<file path="src/rtl/mfd_pkg.sv">
// Shared types and constants for the mux frame deframer.
`default_nettype none

package mfd_pkg;

	// default ring depth, in entries
	localparam int unsigned BUFFER_DEPTH_DEF = 512;

	// fixed field widths
	localparam int unsigned BYTE_W   = 8;
	localparam int unsigned ADDR_W   = 9;
	localparam int unsigned PORT_W   = 3;
	localparam int unsigned TDATA_W  = 40;
	localparam int unsigned TUSER_W  = 3;

	// framing characters
	localparam logic [BYTE_W-1:0] CH_START  = 8'h5F;
	localparam logic [BYTE_W-1:0] CH_OPEN   = 8'h28;
	localparam logic [BYTE_W-1:0] CH_CLOSE  = 8'h29;
	localparam logic [BYTE_W-1:0] CH_DIGIT0 = 8'h30;
	localparam logic [BYTE_W-1:0] CH_DIGIT4 = 8'h34;
	localparam logic [BYTE_W-1:0] CH_CR     = 8'h0D;

	// master tuser bit positions
	localparam int unsigned TU_STORE = 0;
	localparam int unsigned TU_DONE  = 1;
	localparam int unsigned TU_DROP  = 2;

	// parser phase
	typedef enum logic [2:0] {
		PH_HUNT    = 3'd0,
		PH_OPEN    = 3'd1,
		PH_PORT    = 3'd2,
		PH_LEN     = 3'd3,
		PH_CLOSE   = 3'd4,
		PH_START2  = 3'd5,
		PH_PAYLOAD = 3'd6
	} phase_t;

	// one result word, unpacked
	typedef struct packed {
		logic              store_valid;
		logic [ADDR_W-1:0] store_addr;
		logic [BYTE_W-1:0] store_data;
		logic              frame_done;
		logic [PORT_W-1:0] frame_port;
		logic [BYTE_W-1:0] frame_length;
		logic [ADDR_W-1:0] frame_start;
		logic              frame_dropped;
	} result_t;

endpackage

`default_nettype wire

</file>
<file path="src/rtl/mux_frame_deframer_core.sv">
// Mux frame deframer: frame parser with ring-buffer write output.
`default_nettype none
// Usage:
// Slave channel s_axis_* takes one received byte per word in tdata[7:0].
// The parser looks for '_' '(' port digit '0'..'4', nonzero length byte, ')' '_',
// then that many payload bytes and a CR. Every accepted byte yields exactly one
// master word on m_axis_*: tuser flags say whether it is a payload byte to store
// at store_addr in an external ring of BUFFER_DEPTH entries, a completed frame
// (port, length, start position), or a dropped frame (CR missing; the write
// position rewinds to the frame start). A word with no flag set is a no-op.
// Each accepted byte's result is registered in the output register; the block
// takes one byte per cycle, limited only by the single output register.
// s_axis_tready is high when the output register is empty or being drained, so
// a stalled receiver holds the result and stops input after one word.
// Reset (arst_n low, asynchronous) returns the parser to hunting, clears the
// write position, frame counters and the output valid.
// The ring position counter is clog2(BUFFER_DEPTH) bits wide; store_addr and
// frame_start carry its low 9 bits, zero-extended when the counter is narrower.

module mux_frame_deframer_core #(
	parameter int unsigned BUFFER_DEPTH = mfd_pkg::BUFFER_DEPTH_DEF
) (
	input  wire logic                         clk,
	input  wire logic                         arst_n,
	input  wire logic                         s_axis_tvalid,
	output logic                              s_axis_tready,
	// tdata: rx_byte[7:0]
	input  wire logic [mfd_pkg::BYTE_W-1:0]   s_axis_tdata,
	output logic                              m_axis_tvalid,
	input  wire logic                         m_axis_tready,
	// tdata: store_addr[8:0], store_data[16:9], frame_port[19:17],
	//        frame_length[27:20], frame_start[36:28], zero pad[39:37]
	output logic [mfd_pkg::TDATA_W-1:0]       m_axis_tdata,
	// tuser: store_valid[0], frame_done[1], frame_dropped[2]
	output logic [mfd_pkg::TUSER_W-1:0]       m_axis_tuser
);

	localparam int unsigned PW    = $clog2(BUFFER_DEPTH);
	localparam int unsigned AW    = mfd_pkg::ADDR_W;
	localparam int unsigned BW    = mfd_pkg::BYTE_W;
	localparam int unsigned PAD_W = mfd_pkg::TDATA_W - (2 * AW + 2 * BW + mfd_pkg::PORT_W);
	localparam logic [PW-1:0] POS_LAST = PW'(BUFFER_DEPTH - 1);

	// parser state
	mfd_pkg::phase_t             phase_q, phase_d;
	logic [PW-1:0]               wpos_q, wpos_d;
	logic [PW-1:0]               start_q, start_d;
	logic [mfd_pkg::PORT_W-1:0]  port_q, port_d;
	logic [BW-1:0]               remain_q, remain_d;
	logic [BW-1:0]               stored_q, stored_d;

	// output register
	logic                        out_valid_q;
	mfd_pkg::result_t            res_q, res_d;

	logic                        in_fire;
	logic [BW-1:0]               rx;
	logic [PW-1:0]               wpos_next;
	logic [AW-1:0]               wpos_addr, start_addr;

	assign in_fire       = s_axis_tvalid && s_axis_tready;
	assign s_axis_tready = !out_valid_q || m_axis_tready;
	assign rx            = s_axis_tdata;

	// wrapping increment of the ring position
	assign wpos_next = (wpos_q == POS_LAST) ? '0 : wpos_q + PW'(1);

	// ring positions mapped onto the 9-bit address fields
	generate
		if (PW >= AW) begin : g_addr_trunc
			assign wpos_addr  = wpos_q[AW-1:0];
			assign start_addr = start_q[AW-1:0];
		end else begin : g_addr_ext
			assign wpos_addr  = {{(AW-PW){1'b0}}, wpos_q};
			assign start_addr = {{(AW-PW){1'b0}}, start_q};
		end
	endgenerate

	// next parser state
	always_comb begin
		phase_d  = phase_q;
		wpos_d   = wpos_q;
		start_d  = start_q;
		port_d   = port_q;
		remain_d = remain_q;
		stored_d = stored_q;
		unique case (phase_q)
			mfd_pkg::PH_HUNT: begin
				if (rx == mfd_pkg::CH_START) begin
					start_d = wpos_q;
					phase_d = mfd_pkg::PH_OPEN;
				end
			end
			mfd_pkg::PH_OPEN: begin
				phase_d = (rx == mfd_pkg::CH_OPEN) ? mfd_pkg::PH_PORT : mfd_pkg::PH_HUNT;
			end
			mfd_pkg::PH_PORT: begin
				if (rx >= mfd_pkg::CH_DIGIT0 && rx <= mfd_pkg::CH_DIGIT4) begin
					// '0'..'4' carry the port in their low three bits
					port_d  = rx[mfd_pkg::PORT_W-1:0];
					phase_d = mfd_pkg::PH_LEN;
				end else begin
					phase_d = mfd_pkg::PH_HUNT;
				end
			end
			mfd_pkg::PH_LEN: begin
				if (rx != '0) begin
					remain_d = rx;
					phase_d  = mfd_pkg::PH_CLOSE;
				end else begin
					phase_d = mfd_pkg::PH_HUNT;
				end
			end
			mfd_pkg::PH_CLOSE: begin
				phase_d = (rx == mfd_pkg::CH_CLOSE) ? mfd_pkg::PH_START2 : mfd_pkg::PH_HUNT;
			end
			mfd_pkg::PH_START2: begin
				phase_d = (rx == mfd_pkg::CH_START) ? mfd_pkg::PH_PAYLOAD : mfd_pkg::PH_HUNT;
			end
			mfd_pkg::PH_PAYLOAD: begin
				if (remain_q != '0) begin
					remain_d = remain_q - BW'(1);
					stored_d = stored_q + BW'(1);
					wpos_d   = wpos_next;
				end else begin
					// missing CR rewinds the ring to the frame start
					if (rx != mfd_pkg::CH_CR) begin
						wpos_d = start_q;
					end
					phase_d  = mfd_pkg::PH_HUNT;
					remain_d = '0;
					stored_d = '0;
				end
			end
			default: begin
				phase_d = mfd_pkg::PH_HUNT;
			end
		endcase
	end

	// result word for the current byte
	always_comb begin
		res_d = '0;
		if (phase_q == mfd_pkg::PH_PAYLOAD) begin
			if (remain_q != '0) begin
				res_d.store_valid = 1'b1;
				res_d.store_addr  = wpos_addr;
				res_d.store_data  = rx;
			end else if (rx == mfd_pkg::CH_CR) begin
				res_d.frame_done   = 1'b1;
				res_d.frame_port   = port_q;
				res_d.frame_length = stored_q;
				res_d.frame_start  = start_addr;
			end else begin
				res_d.frame_dropped = 1'b1;
			end
		end
	end

	// parser state registers
	always_ff @(posedge clk or negedge arst_n) begin
		if (!arst_n) begin
			phase_q  <= mfd_pkg::PH_HUNT;
			wpos_q   <= '0;
			start_q  <= '0;
			port_q   <= '0;
			remain_q <= '0;
			stored_q <= '0;
		end else if (in_fire) begin
			phase_q  <= phase_d;
			wpos_q   <= wpos_d;
			start_q  <= start_d;
			port_q   <= port_d;
			remain_q <= remain_d;
			stored_q <= stored_d;
		end
	end

	// output valid
	always_ff @(posedge clk or negedge arst_n) begin
		if (!arst_n) begin
			out_valid_q <= 1'b0;
		end else if (in_fire) begin
			out_valid_q <= 1'b1;
		end else if (m_axis_tready) begin
			out_valid_q <= 1'b0;
		end
	end

	// output payload
	always_ff @(posedge clk) begin
		if (in_fire) begin
			res_q <= res_d;
		end
	end

	assign m_axis_tvalid = out_valid_q;
	assign m_axis_tdata  = {{PAD_W{1'b0}}, res_q.frame_start, res_q.frame_length,
		res_q.frame_port, res_q.store_data, res_q.store_addr};
	assign m_axis_tuser  = {res_q.frame_dropped, res_q.frame_done, res_q.store_valid};

endmodule

`default_nettype wire

</file>
<file path="config.mk">
export PLATFORM = sky130hd
export DESIGN_NAME = mux_frame_deframer_core
export DESIGN_NICKNAME = d
export VERILOG_FILES = /design/src/rtl/mfd_pkg.sv /design/src/rtl/mux_frame_deframer_core.sv
export SDC_FILE = /design/constraint.sdc
export NUM_CORES = 1
export LEC_CHECK = 0
export ABC_AREA = 1
export BUFFER_PORTS_ARGS = -buffer_cell sky130_fd_sc_hd__buf_2
export CORE_AREA = 2 2 97 99
export CTS_CLUSTER_DIAMETER = 40
export CTS_CLUSTER_SIZE = 25
export DETAILED_ROUTE_END_ITERATION = 10
export DIE_AREA = 0 0 99 101
export GPL_TIMING_DRIVEN = 0
export HOLD_SLACK_MARGIN = 0.12
export PLACE_DENSITY = 0.74
export SLEW_MARGIN = 20
export SYNTH_ARGS = -nofsm -noshare
export SYNTH_HDL_FRONTEND = slang
export SYNTH_SLANG_ARGS = --single-unit
</file>
<file path="constraint.sdc">
create_clock -name clk -period 4.4 [get_ports clk]
set_clock_uncertainty 0.05 [all_clocks]
set_input_delay 0 -clock clk [delete_from_list [all_inputs] [get_ports clk]]
set_output_delay 0 -clock clk [all_outputs]
set_load 0.01 [all_outputs]
</file>
Word level (Yosys, flattened, before mapping)
Index checks and enable logic that the tools add are counted.
{ "totals": {"out_inout_bits": 45, "inputBits": 12, "reg_bits": 81, "word_cells": 76} }
{ "op_classes": {"n_eq_ne": 15, "magnitude_cmp": 2, "n_mux": 20, "bitwise_logic": 2, "reduce_logical": 19, "addsub": 3} }
{ "op_table": {"columns": ["op", "count"], "rows": [
  ["two-way mux 9 bit", 3],
  ["two-way mux 8 bit", 3],
  ["two-way mux 21 bit", 1],
  ["case mux 3 bit (7 select lines)", 1],
  ["two-way mux 18 bit", 1],
  ["equality test 8 x 6 -> 1 bit, second input constant", 2],
  ["case mux 8 bit (2 select lines)", 1],
  ["nonzero test 8 bit", 2],
  ["two-way mux 3 bit", 5],
  ["AND reduction 3 bit", 5],
  ["adder 9 x 1 -> 9 bit, second input constant", 1],
  ["equality test 3 bit, second input constant", 3],
  ["equality test 9 bit, second input constant", 1],
  ["adder 8 x 1 -> 8 bit, second input constant", 1],
  ["equality test 8 x 4 -> 1 bit, second input constant", 1],
  ["equality test 8 x 7 -> 1 bit, second input constant", 1],
  ["greater-or-equal comparator 8 x 6 -> 1 bit, second input constant", 1],
  ["<= comparator 8 x 6 -> 1 bit, second input constant", 1],
  ["inequality test 8 x 4 -> 1 bit, second input constant", 1],
  ["subtractor 8 x 1 -> 8 bit, second input constant", 1],
  ["equality test 3 x 2 -> 1 bit, second input constant", 2],
  ["inequality test 2 bit, second input constant", 3],
  ["nonzero test 2 bit", 3],
  ["two-way mux 2 bit", 2],
  ["other kinds (10)", 15]
]} }

Logic depth before layout (Yosys ltp)
{ "logic_depth": {"ltp_word": 4, "ltp_mapped": 11, "depth_no_buf": 11} }

Worst setup path before layout
No wires, ideal clock.
{ "synth_path": {"kind": "register to register", "from": "register out_valid_q, in the netlist m_axis_tvalid", "to": "register remain_q[3]", "t_arrival_ns": 1.813, "stages_incl_launch_ff": 8, "n_path_buf": 0, "setup_time_ns": 0.066, "synth_period_minus_slack_ns": 1.928, "setup_slack_ns": 2.472, "required_ns": 4.284, "cell_sequence": "dfrtp_1 > nand2_1 > nand2_1 > inv_2 > nand3_2 > nand2_1 > nand2_1 > nand2_1"} }
{ "synth_via": {"elab_chain_cells": 4} }
{ "synth_lines": {"columns": ["item", "line", "rtl"], "rows": [
  ["start, declared", "mux_frame_deframer_core.sv:53", "logic out_valid_q;"],
  ["start signal, assigned", "mux_frame_deframer_core.sv:182", "out_valid_q <= 1'b0;"],
  ["start signal, assigned", "mux_frame_deframer_core.sv:184", "out_valid_q <= 1'b1;"],
  ["start signal, assigned", "mux_frame_deframer_core.sv:186", "out_valid_q <= 1'b0;"],
  ["logical NOT 1 bit", "mux_frame_deframer_core.sv:62", "assign s_axis_tready = !out_valid_q || m_axis_tready;"],
  ["logical OR 1 bit", "mux_frame_deframer_core.sv:62", null],
  ["named net s_axis_tready", "mux_frame_deframer_core.sv:26", "output logic s_axis_tready,"],
  ["logical AND 1 bit", "mux_frame_deframer_core.sv:61", "assign in_fire = s_axis_tvalid && s_axis_tready;"],
  ["named net in_fire", "mux_frame_deframer_core.sv:56", "logic in_fire;"],
  ["AND reduction 3 bit (no line)", null, null],
  ["end signal, assigned", "mux_frame_deframer_core.sv:174", "remain_q <= remain_d;"],
  ["end, declared", "mux_frame_deframer_core.sv:49", "logic [BW-1:0] remain_q, remain_d;"]
]} }
The timed path passes the listed nets, and every way through them passes these cells.
A chain may end at the register's enable or synchronous reset.

Final worst setup path
{ "layout_path": {"from": "register out_valid_q, in the netlist m_axis_tvalid", "to": "register remain_q[0]"} }
{ "layout_via": {"elab_chain_cells": 4} }
{ "layout_lines": {"columns": ["item", "line"], "rows": [
  ["logical NOT 1 bit", "mux_frame_deframer_core.sv:62"],
  ["logical OR 1 bit", "mux_frame_deframer_core.sv:62"],
  ["logical AND 1 bit", "mux_frame_deframer_core.sv:61"],
  ["named net in_fire", "mux_frame_deframer_core.sv:56"],
  ["AND reduction 3 bit (no line)", null]
]} }
The timed path passes the listed nets, and every way through them passes these cells.

==> results by group <==
Run status
  • Outcome: finished, final reports clean

Timing
  • Final WS setup: ~2.0 ns
  • Final Critical Period: roughly 2.4 ns
  • Achievable frequency: 416 MHz
  • Final critical-path share of the clock period: roughly 55%
  • Fin. Hold Viols: 0
  • Setup violators final: 0
  • Final slew viol count: 0
  • Slew headroom: about a third
  • Setup repair after global routing missed its margin: false
  • Setup TNS: 0 ns
  • Tightest Pin Transition: 0.970 ns

Power
  • Peak VDD IR: 0.000173 V
  • Switch Pwr: ~0.39 mW
  • Leak: 2.20 nW
  • Flop pwr share: ~55%
  • Sw Share: around a quarter
  • Clock power frac: 36.3%
  • Pwr Density: about 330 nW/um2
  • P_int: ~1.1 mW
  • Combinational power share: just under 9%

Synth
  • Share of the synthesized area in the top cell type: between 30% and 40%
  • Most frequent cell after synthesis: nand2_1
  • Ys async rst share: between 50% and 60%
  • EDFF count, synth: 40
  • Distinct cells, synth: 27
  • Yosys top cell by area: edfxtp_1
  • Primary FF master, synth: dfrtp_1
  • Top cells by count, synth: nand2_1, nor2_1, inv_1
  • Mapped Cells: 460
  • Sequential share of the synthesized area: a little under three fifths
  • Syn_area_per_cell: between 8 and 9 um2
  • Synthesis Warnings: 0
  • Syn Std Cell Area: about 3900 um2
  • #FFs+latches synth: 81
  • Synth top area cells: edfxtp_1, dfrtp_1, nand2_1

Clock tree
  • Root Buffer: clkbuf_8
  • # resized after CTS: 0
  • H-tree levels: 3
  • Worst-path clk slew: about 0.09 ns
  • CTS tree: built
  • CTS Sinks: just over 80
  • Worst skew pair latency: roughly 0.36 ns
  • Clk buf depth: 2
  • CTS buffer count: 9
  • Setup Fix Bufs, Post-CTS: 0

Cells and area
  • Seq. cell area: between 2000 and 2500 um2
  • Multi-input logic area: roughly 1400 um2
  • Share of layout cells above drive strength 1: ~17%
  • Fillers: between 700 and 800
  • Inserted Diodes: 0
  • Nets@finish: around 550
  • Synthesis-to-finish area growth: 18.4%

Global route
  • Vias in the first global route: 3113
  • Pin count of the biggest net entering global routing: 45
  • GR Overflow Total: 0
  • Initial antenna violation count: 0
  • Total GRT Usage: approximately 18%
  • First-pass GRT wire length: between 10 and 15 mm

Worst setup path
  • CP startpoint: m_axis_tvalid
  • Reg2Reg Setup Slack: 2.00 ns
  • Crit end category: flop
  • Worst Path Class, Setup: flop to flop
  • Reg2reg end: remain_q[0]
  • Worst Path Required: roughly 4.7 ns
  • Worst R2R Start: m_axis_tvalid
  • Setup crit end: remain_q[0]
  • Critical path fanouts, max: 44
  • Setup crit start kind: flop
  • Reg2Reg Depth: 7
  • Critical path arrival: 2.66 ns

Route
  • Routed vias: approximately 3200
  • Post-route DRC: 0
  • Avg Vias per Cell: 4.96
  • Post-DRT Antenna Nets: 0
  • First DRT Iteration DRCs: roughly 200
  • Wirelength per Cell: ~13 um
  • Pre-Repair DR Iteration Count: 5
  • Final WL: 8.40 mm

Min path
  • Hold crit path type: input port to flop
  • Hold path start: s_axis_tvalid

Floorplan
  • Starting Density: a little over two fifths
  • Core box area: between 8000 and 9000 um2
  • Die Wd: a little under 100 um
  • Die area: 10000 um2
  • Number of I/O pins: 57
  • Die Height: between 100 and 150 um
  • Rows: 35

Placed design
  • DPL Wire Length: between 5 and 6 mm
  • IO Port Bufs: 53
  • GPL Wtd Cong: ~0.91
  • Place WS: around 2.0 ns

Flow run
  • Max-cap violations: 0
-- per-stage QoR --
step / util (%) / hold WS [ns] / power [mW] / area (um2) / std cells
after floorplan: - / -0.346 / 0.932 / 3940 / 462
after global placement: 48.4 / 0.145 / 0.980 / 4340 / 626
after detailed placement: 48.4 / 0.144 / 0.984 / 4340 / 626
after CTS: 51.9 / 0.125 / 1.54 / 4660 / 653
after global routing: 51.9 / 0.172 / 1.60 / 4660 / 653
final: 51.9 / 0.133 / 1.53 / 4660 / 653
-- what timing repair did --
item                       in CTS  in global routing
setup endpoints to repair       0                  0
hold buffers                   11                  0
hold endpoints to repair       62                  0
-- placed cells by master (no fill, tap or decap), drive strengths merged --
cell type,count
edfxtp,40
clkinv,4
buf,66
ha,5
nand3b,1
o21ai,34
nand2,138
nand3,38
dfrtp,41
inv,61
clkinvlp,1
dlygate4sd3,11
nor2,66
clkbuf,9
conb,3
bufinv,1
xnor2,2
nor3,9
a21oi,1
nand4,6
xor2,5
-- final cells by class --
cell class	count	area share [%]
multi-input cells	308	30.2
clock buffers	9	2.66
plain buffers	13	1.77
well taps	111	2.98
clock inverters	7	1.67
flip-flops and latches	81	47.8
repair buffers	64	8.06
inverters	60	4.84
-- routing by layer --
layer  vias to the layer above  share of wire (%)  global-route usage [%]
met5                         -                  0                       0
met4                         0                1.8                    7.38
met3                        16                5.4                    3.05
met2                       116                 47                    29.8
met1                      1497                 46                    23.9
li1                       1613                  -                       -
-- power groups by stage --
stage                     Sequential (mW)  Combinational [mW]  Clock (mW)
after floorplan                     0.864              0.0681           0
after global placement              0.855               0.125           0
after detailed placement            0.856               0.128           0
after CTS                           0.840               0.137       0.565
after global routing                0.844               0.152       0.602
final                               0.840               0.136       0.556
-- registers in the layout, summed over array words and instances (netlist names) --
register and flops:
stored_q 8, port_q 3, m_axis_tvalid 1, start_addr 9, wpos_addr 9, m_axis_tdata 37
phase_q 3, remain_q 8, m_axis_tuser 3
-- worst max-delay path, stage by stage (launching register included) --
cell	delay, ns
dfrtp_1	0.40
nand2_1	0.10
nand2_1	0.13
inv_2	0.73
nand3_2	0.39
nand2_1	0.36
nand2_1	0.10
nand2_1	0.08
-- worst min path at each step --
stage	to	depth (start not counted)	slack, ns
2_1_floorplan	m_axis_tvalid	0	-0.35
3_3_place_gp	wpos_addr[6]	1	0.14
3_5_place_dp	wpos_addr[6]	1	0.14
4_1_cts	port_q[1]	5	0.12
5_1_grt	port_q[1]	5	0.17
6_report	port_q[1]	5	0.13
-- cell families (layout without fill, tap and decap cells) --
group	count (synthesis)	after routing	share of synthesized area (%)
flops	81	81	56.6
xor+xnor	7	7	1.56
simple gates	258	258	27.4
fa+ha+maj	5	5	1.59
buf+inv	73	153	7.83
other cells	1	3	0.0954
compound gates	35	35	4.93
No activity file was read; power rests on OpenSTA's default activity.
